--- config.mk ---
export PLATFORM = sky130hd
export DESIGN_NAME = nzcsb_ram
export DESIGN_NICKNAME = d
export VERILOG_FILES = /design/src/hdl/nzcsb_ram.sv
export SDC_FILE = /design/constraint.sdc
export NUM_CORES = 1
export LEC_CHECK = 0
export BUFFER_PORTS_ARGS = -buffer_cell sky130_fd_sc_hd__buf_2
export CAP_MARGIN = 20
export CORE_MARGIN = 5
export CORE_UTILIZATION = 35
export CTS_CLUSTER_DIAMETER = 100
export DETAILED_ROUTE_END_ITERATION = 8
export PLACE_DENSITY = 0.61
export SYNTH_ARGS = -nofsm -noshare
export SYNTH_HDL_FRONTEND = slang
export SYNTH_SLANG_ARGS = --single-unit
--- constraint.sdc ---
create_clock -name i_clk -period 1.5 [get_ports i_clk]
set_input_delay 0.075 -clock i_clk [delete_from_list [all_inputs] [get_ports i_clk]]
set_output_delay 0.075 -clock i_clk [all_outputs]
set_load 0.005 [all_outputs]
--- src/hdl/nzcsb_ram.sv ---
// Generic simple dual-port RAM: one write port, one read port, registered read.
// No dependencies.
`default_nettype none

module nzcsb_ram #(
    parameter  int WIDTH = 8,
    parameter  int DEPTH = 16,
    localparam int AW    = $clog2(DEPTH)
) (
    input  wire logic             i_clk,
    input  wire logic             i_we,
    input  wire logic [AW-1:0]    i_waddr,
    input  wire logic [WIDTH-1:0] i_wdata,
    input  wire logic             i_re,
    input  wire logic [AW-1:0]    i_raddr,
    output logic      [WIDTH-1:0] o_rdata
);

    logic [WIDTH-1:0] r_mem [DEPTH];
    logic [WIDTH-1:0] r_rdata;

    always_ff @(posedge i_clk) begin
        if (i_we) begin
            r_mem[i_waddr] <= i_wdata;
        end
        if (i_re) begin
            r_rdata <= r_mem[i_raddr];
        end
    end

    assign o_rdata = r_rdata;

endmodule

`default_nettype wire

==> out/qor.txt, run 1 <==
ys flop type -> edfxtp_1
P_leak -> 0.00212 uW
post-place setup slack -> -0.208 ns
cts hold-fix bufs -> 0
CP Launch Type -> register
Fillers -> 1213
share of layout cells above drive strength 1 -> 0.346
initial DRC count -> 208
chip height -> 132 um
Seq/Total Area, Yosys -> 0.781
maximum VDD drop -> 791 uV
Longest Clk Path Bufs -> 2
DRC Markers -> 0
Netlist Area Pre-Place -> 5230 sq um
Hold WS -> 0.0481 ns
R2R depth -> 3
Synthesized Nets -> 248
status -> completed
Detail Route Antenna Nets -> 0
IO buf count -> 26
CTS sink cnt -> 136
period utilization -> 0.958
Critical Path RT -> 1.65 ns
detailed-router iteration count before antenna repair -> 4
unrepaired setup endpoints after global routing -> no
Post-Route Skew -> 0.00645 ns
Setup WS post-layout -> 0.0629 ns
clock root cell -> clkbuf_16
row count -> 44
Critical path origin -> r_mem[11][0]
Slew Limit Fails -> 0
worst-margin pin slew -> 0.899 ns
Num CTS Buffers -> 17
first-pass GRT wire length -> 16400 um
antenna cells -> 0
Final Cell Area -> 6320 sq um
flops & latches, synth -> 136
Worst-Skew Late Latency -> 0.41 ns
Largest stage delay, worst path -> 0.50 ns
grt ovf -> 0
Synth async-reset ratio -> 0
Crit Reg-Reg Endpoint -> o_rdata[0]
Die ar. -> 17500 sq um
Final setup viols -> 0
slowest CP cell -> mux4_2
Worst Hold Class -> primary input to register
leading cell types by count after synthesis -> edfxtp_1, mux4_2, a22oi_1
RePlAce Congestion -> 0.693
Synth area leaders -> edfxtp_1, mux4_2, mux4_1
clock slew seen by the registers of the worst setup and hold paths -> 0.05 ns
internal reg-to-reg setup slack -> 0.06 ns
CTS tree -> built
most frequent cell after synthesis -> edfxtp_1
aggregate global-route resource usage -> 0.129
Avg Synthesized Cell Area -> 22.8 sq um
Mapped Cells -> 229
setup_tns -> 0 ns
area occupied by multi-input gates -> 1080 sq um
crit path cell chain -> mux4_2 -> a22oi_2 -> nand2_1
critical path arrival -> 1.59 ns
dpl cell area -> 5720 sq um
Max Cap Viol -> 0
htree depth -> 4
CP Capture Type -> register
area share of the largest cell type after synthesis -> 0.781
HPWL after detailed placement -> 6820 um
Ports -> 27
core area -> 14600 sq um
WS Path Type -> register to register
Max FO, Critical Path -> 1
vias -> 2457
Total Wirelength -> 10700 um
Avg WL per Cell -> 22.2 um
Starting Density -> 0.358
Final min period -> 1.44 ns
overall die width -> 132 um
largest net degree at the start of global routing -> 26
worst r2r src -> r_mem[11][0]
net count reported at finish -> 307
fmax -> 696 MHz
synthesis-to-layout area growth -> 20.8%
vias in the first global route -> 2594
register area -> 4080 sq um
final hold vios -> 0
initial antenna violation count -> 1
relative slew slack -> 0.399
area leader, netlist -> edfxtp_1
crit path to -> o_rdata[0]
YS warnings -> 0
Post-synth EDFFs -> 136
Vias/cell -> 5.07
Netlist cell types -> 18
P per Cell Area -> 1380 nW/um^2
## stage by stage
stage | util | cells | total power, uW
detailed placement | 0.392 | 453 | 4800
finish | 0.433 | 485 | 8730
CTS | 0.432 | 485 | 8820
global placement | 0.392 | 453 | 4790
floorplan | - | 229 | 4590
global route | 0.433 | 485 | 9020
## worst min-delay path by stage
stage	slack, ns	end	from	cells past startpoint
after floorplan	0.17	r_mem[0][0]	i_wdata[0]	0
after global placement	0.46	r_mem[11][7]	i_wdata[7]	1
after detailed placement	0.47	o_rdata[5]	o_rdata[5]	1
after CTS	0.04	r_mem[11][0]	i_wdata[0]	1
after global routing	0.04	o_rdata[3]	i_re	1
final	0.05	r_mem[0][7]	i_wdata[7]	1
## registers in the layout, indices dropped and copies added (netlist names)
| register | flops |
|---|---|
| r_mem | 128 |
| o_rdata | 8 |
## report_power, final
part | internal [uW] | switching [uW]
clock | 2580 | 1430
combinational | 185 | 231
sequential | 4280 | 25.8
## cell usage in the layout (no fill, tap or decap)
cell type / Yosys / layout
clkinv_2: 0 / 5
buf_12: 0 / 3
or3b_2: 1 / 1
nor2b_1: 1 / 1
clkinvlp_4: 0 / 1
clkbuf_1: 0 / 4
nor3_2: 0 / 1
nand2b_1: 2 / 2
and2b_1: 1 / 1
nand2_1: 9 / 9
nand3_1: 1 / 1
buf_4: 1 / 21
clkinv_1: 0 / 2
a22oi_2: 0 / 6
clkbuf_16: 0 / 17
a22oi_1: 16 / 10
nor2_1: 13 / 13
bufinv_16: 0 / 3
and2_1: 1 / 1
mux4_2: 18 / 20
edfxtp_1: 136 / 136
buf_2: 3 / 26
mux4_1: 14 / 12
nor3_1: 4 / 3
nand3b_1: 2 / 2
## timing repair
item / 4_1_cts / 5_1_grt
buffers inserted: 0 / 0
endpoints found under the setup margin: 4 / 4
gates resized for setup: 6 / 2
pin swaps: 0 / 3
## layer usage
metal / track usage / part of all wire
met5: 0 / 0.00065
met2: 0.190 / 0.48
met1: 0.184 / 0.46
met3: 0.0393 / 0.051
met4: 0.0390 / 0.011
## logic make-up after synthesis
family / after synthesis / synth area share
buffers and inverters: 10 / 0.0165
AND/OR/NAND/NOR: 35 / 0.0314
multiplexers: 32 / 0.148
flip-flops: 136 / 0.781
AO/OA/AOI/OAI: 16 / 0.0230
## worst max-delay path: cells and delay by family (launching register included)
family	cells	cell delay, ns
flip-flops	1	0.37
AND/OR/NAND/NOR	1	0.09
AO/OA/AOI/OAI	1	0.22
multiplexers	1	0.50
## layout make-up
cell class	count	area share
Sequential cell	136	0.646
Multi-Input combinational cell	83	0.172
Clock buffer	21	0.0697
Timing Repair Buffer	50	0.0551
Tap cell	184	0.0364
Clock inverter	11	0.0206
Power figures use the tool's default switching activity.
==> run 2, diff against run 1 <==
- CORE_UTILIZATION: 35 -> 30
- PLACE_DENSITY: 0.61 -> 0.55
==> out/qor.txt, run 2 (same netlist as run 1, synthesis figures left out) <==
synthesis-to-layout area growth -> 23.3%
Ports -> 27 (unchanged)
CP Capture Type -> register
Worst-Skew Late Latency -> 0.40 ns (about the same)
internal reg-to-reg setup slack -> 0.02 ns (-0.05 ns)
largest net degree at the start of global routing -> 20 (-23%)
DRC Markers -> 0 (unchanged)
Detail Route Antenna Nets -> 0 (unchanged)
clock slew seen by the registers of the worst setup and hold paths -> 0.06 ns (about the same)
Hold Path Sink -> o_rdata[4]
overall die width -> 142 um (+7.4%)
RePlAce Congestion -> 0.697 (+0.59%)
antenna cells -> 0 (unchanged)
Final setup viols -> 0 (unchanged)
Final min period -> 1.48 ns (+0.0457 ns)
initial antenna violation count -> 0 (-1)
unrepaired setup endpoints after global routing -> yes
htree depth -> 4 (unchanged)
WS Path Type -> register to register
HPWL after detailed placement -> 7030 um (+3.0%)
detailed-router iteration count before antenna repair -> 4 (unchanged)
Num CTS Buffers -> 17 (unchanged)
P_leak -> 0.00217 uW (+2.1%)
delay-heaviest family, CP -> multiplexers
Total Wirelength -> 10500 um (-2.5%)
fmax -> 674 MHz (-3.1%)
chip height -> 142 um (+7.4%)
Slew Limit Fails -> 0 (unchanged)
Avg WL per Cell -> 19.5 um (-12%)
Crit Reg-Reg Endpoint -> o_rdata[3]
Critical path origin -> r_mem[1][3]
min-delay src -> i_re
Vias/cell -> 4.64 (-8.3%)
register area -> 4080 sq um (unchanged)
Largest stage delay, worst path -> 0.50 ns (about the same)
status -> completed
relative slew slack -> 0.693 (+0.294)
core area -> 17200 sq um (+18%)
slowest CP cell -> mux4_1
R2R depth -> 3 (unchanged)
worst-margin pin slew -> 0.460 ns (-0.439 ns)
Overall Power -> 8710 uW (-0.24%)
period utilization -> 0.989 (+0.0305)
aggregate global-route resource usage -> 0.111 (-0.0179)
maximum VDD drop -> 813 uV (+2.7%)
Max Cap Viol -> 0 (unchanged)
Max FO, Critical Path -> 1 (unchanged)
area occupied by multi-input gates -> 1080 sq um (unchanged)
crit path cell chain -> mux4_1 -> a22oi_1 -> nand2_1
initial DRC count -> 221 (+6.3%)
critical path arrival -> 1.62 ns (+0.03 ns)
commonest non-fill, non-tap cell in the layout -> edfxtp_1
net count reported at finish -> 317 (+3.3%)
Starting Density -> 0.304 (-0.0540)
Worst Path Buf+Inv -> 0 (unchanged)
row count -> 48 (+9.1%)
hold path depth -> 1 (unchanged)
final hold vios -> 0 (unchanged)
IO buf count -> 26 (unchanged)
Largest register FFs -> 128 (unchanged)
Fillers -> 1613 (+33%)
clock root cell -> clkbuf_16
Worst Hold Class -> primary input to register
Die ar. -> 20200 sq um (+15%)
grt ovf -> 0 (unchanged)
CP Launch Type -> register
vias -> 2489 (+1.3%)
vias in the first global route -> 2672 (+3.0%)
share of layout cells above drive strength 1 -> 0.360 (+0.0146)
Critical Path RT -> 1.64 ns (about the same)
Post-Route Skew -> 0.00379 ns (-0.00266 ns)
Longest Clk Path Bufs -> 2 (unchanged)
first-pass GRT wire length -> 16100 um (-2.0%)
most flop-heavy register -> r_mem
most frequent cells in the layout -> edfxtp_1, buf_4, buf_2
worst r2r src -> r_mem[1][3]
CTS sink cnt -> 136 (unchanged)
Hold WS -> 0.0305 ns (-0.0175 ns)
CTS tree -> built
P per Cell Area -> 1350 nW/um^2 (-2.2%)
## run 2: cell count changes in the layout (fill, tap and decap cells not counted)
cell / change
clkinvlp_4: +1
clkinv_2: -3
clkinv_1: +2
buf_4: +10
## run 2: worst max-delay path by stage
| stage | cells after the start | to | slack [ns] |
|---|---|---|---|
| 6_report | 3 | o_rdata[3] | 0.02 |
| 5_1_grt | 3 | o_rdata[7] | -0.02 |
| 4_1_cts | 3 | o_rdata[5] | 0.002 |
| 3_5_place_dp | 5 | o_rdata[1] | -0.19 |
| 3_3_place_gp | 5 | o_rdata[5] | -0.19 |
| 2_1_floorplan | 5 | o_rdata[1] | 0.14 |
## run 2: routing by layer
layer  up-vias  global-route usage  wire length, um
met5         -                   0                0
met4         0              0.0369              130
met3        12              0.0373              622
met2        77               0.173             5020
met1      1284               0.146             4700
li1       1116                   -                -
## run 2: metrics by stage
step	utilization	worst slack, ns	cell area (sq um)	instances	setup TNS (ns)
after global routing	0.375	-0.0205	6440	536	-0.0433
after floorplan	-	0.143	5230	229	0
after global placement	0.341	-0.189	5850	504	-0.991
final	0.375	0.0172	6440	536	0
after CTS	0.375	0.00162	6450	536	0
after detailed placement	0.341	-0.194	5850	504	-1.10
## run 2: what timing repair did
item	in CTS	in global routing
resized for setup	5	3
endpoints found under the hold margin	0	0
pin swaps	1	3
hold buffers	0	0
buffers inserted	0	0
setup endpoints to repair	5	5
## run 2: where the power goes
| group | total (uW) | switching [uW] | internal [uW] |
|---|---|---|---|
| clock | 3980 | 1400 | 2580 |
| sequential | 4310 | 20.3 | 4290 |
| combinational | 429 | 237 | 192 |
| total | 8710 | 1660 | 7060 |
## run 2: layout make-up
cell class | instances | share of cell area
Multi-Input combinational cell | 83 | 0.168
Clock buffer | 21 | 0.0683
Timing Repair Buffer | 60 | 0.0656
Tap cell | 225 | 0.0437
Clock inverter | 11 | 0.0202
Sequential cell | 136 | 0.634
==> run 3, diff against run 2 <==
- PLACE_DENSITY: 0.55 -> 0.54
- clock period: 1.5 -> 1.68 ns (I/O delays scaled with it)
==> out/qor.txt, run 3 (same netlist as run 1, synthesis figures left out) <==
Slew Limit Fails -> 0 (unchanged)
PostCTS Resize Cnt -> 0 (-5)
Vias/cell -> 4.82 (+3.8%)
P_leak -> 0.00213 uW (-1.7%)
Total Wirelength -> 11200 um (+6.7%)
RePlAce Congestion -> 0.754 (+8.1%)
Max FO, Critical Path -> 1 (unchanged)
row count -> 48 (unchanged)
antenna cells -> 0 (unchanged)
Num CTS Buffers -> 17 (unchanged)
cts hold-fix bufs -> 0 (unchanged)
Starting Density -> 0.304 (unchanged)
largest net degree at the start of global routing -> 23 (+15%)
vias -> 2531 (+1.7%)
period utilization -> 0.920 (-0.0686)
Non-Filler Instances -> 525 (-2.1%)
fmax -> 647 MHz (-4.1%)
Ports -> 27 (unchanged)
clock root cell -> clkbuf_16
Longest Clk Path Bufs -> 2 (unchanged)
CTS tree -> built
status -> completed
Final setup viols -> 0 (unchanged)
Post-Route Skew -> 0.00855 ns (+0.00476 ns)
maximum VDD drop -> 723 uV (-11%)
share of layout cells above drive strength 1 -> 0.323 (-0.0368)
detailed-router iteration count before antenna repair -> 5 (+1)
Final Cell Area -> 6380 sq um (-1.0%)
Critical Path RT -> 1.83 ns (+0.19 ns)
Worst-Skew Late Latency -> 0.42 ns (+0.02 ns)
commonest non-fill, non-tap cell in the layout -> edfxtp_1
synthesis-to-layout area growth -> 22.0%
aggregate global-route resource usage -> 0.118 (+0.00695)
unrepaired setup endpoints after global routing -> no
Post-CTS Setup Bufs -> 0 (unchanged)
critical path arrival -> 1.70 ns (+0.08 ns)
IO buf count -> 26 (unchanged)
HPWL after detailed placement -> 7250 um (+3.2%)
Max Cap Viol -> 0 (unchanged)
relative slew slack -> 0.706 (+0.0128)
post-place setup slack -> -0.0221 ns (+0.172 ns)
Worst Hold Class -> primary input to register
first-pass GRT wire length -> 16800 um (+4.1%)
overall die width -> 142 um (unchanged)
slowest CP cell -> mux4_2
dpl cell area -> 5780 sq um (-1.3%)
core area -> 17200 sq um (unchanged)
crit path cell chain -> mux4_2 -> a22oi_1 -> nand2_1
chip height -> 142 um (unchanged)
clock slew seen by the registers of the worst setup and hold paths -> 0.06 ns (about the same)
P per Cell Area -> 1250 nW/um^2 (-7.9%)
CP Capture Type -> register
htree depth -> 4 (unchanged)
CTS sink cnt -> 136 (unchanged)
CP Launch Type -> register
Largest stage delay, worst path -> 0.47 ns (-0.03 ns)
Hold WS -> 0.0217 ns (-0.00888 ns)
initial antenna violation count -> 0 (unchanged)
most frequent cells in the layout -> edfxtp_1, buf_2, buf_4
Detail Route Antenna Nets -> 0 (unchanged)
Largest register FFs -> 128 (unchanged)
worst-margin pin slew -> 0.441 ns (-0.0192 ns)
delay-heaviest family, CP -> multiplexers
WS Path Type -> register to register
Overall Power -> 7950 uW (-8.8%)
net count reported at finish -> 306 (-3.5%)
DRC Markers -> 0 (unchanged)
most flop-heavy register -> r_mem
Avg WL per Cell -> 21.3 um (+8.9%)
internal reg-to-reg setup slack -> 0.13 ns (+0.12 ns)
grt ovf -> 0 (unchanged)
Die ar. -> 20200 sq um (unchanged)
Final min period -> 1.55 ns (+0.0627 ns)
Setup WS post-layout -> 0.134 ns (+0.117 ns)
Placed Cells -> 493 (-2.2%)
initial DRC count -> 225 (+1.8%)
vias in the first global route -> 2598 (-2.8%)
final hold vios -> 0 (unchanged)
Worst Path Buf+Inv -> 0 (unchanged)
## run 3: cell count changes in the layout (fill, tap and decap cells not counted), sizes merged
cell	delta
buf	-11
clkbuf	-4
clkinvlp	+1
inv	+3
## run 3: final cells by class
| cell class | count | area (sq um) |
|---|---|---|
| Fill cell | 1600 | 10800 |
| Timing Repair Buffer | 49 | 353 |
| Sequential cell | 136 | 4080 |
| Clock buffer | 17 | 425 |
| Clock inverter | 15 | 176 |
| Multi-Input combinational cell | 83 | 1060 |
| Tap cell | 225 | 282 |
## run 3: worst register-to-register path, cell delays in order (launching register included)
cell and delay (ns):
edfxtp_1 0.37, mux4_2 0.47, a22oi_1 0.35, nand2_1 0.10
## run 3: final timing paths
| check | startpoint | endpoint | depth (start not counted) |
|---|---|---|---|
| min reg2reg | r_mem[14][1] | o_rdata[1] | 3 |
| max | r_mem[8][0] | o_rdata[0] | 3 |
| min | i_re | o_rdata[2] | 1 |
| max reg2reg | r_mem[8][0] | o_rdata[0] | 3 |
## run 3: layer usage
metal  global-route usage  vias to the layer above  part of all wire
li1                     -                     1102                 -
met2                0.165                       79              0.45
met5                    0                        -                 0
met4               0.0348                        0            0.0098
met1                0.173                     1340              0.48
met3               0.0397                       10             0.068
## run 3: power breakdown
group | internal (uW) | switching [uW]
Clock | 2330 | 1390
Sequential | 3820 | 19.5
Combinational | 162 | 213
Total | 6320 | 1630
## run 3: through the flow
stage | util | setup TNS [ns]
global route | 0.371 | 0
detailed placement | 0.336 | -0.0388
global placement | 0.336 | -0.00332
finish | 0.371 | 0
floorplan | - | 0
CTS | 0.371 | 0
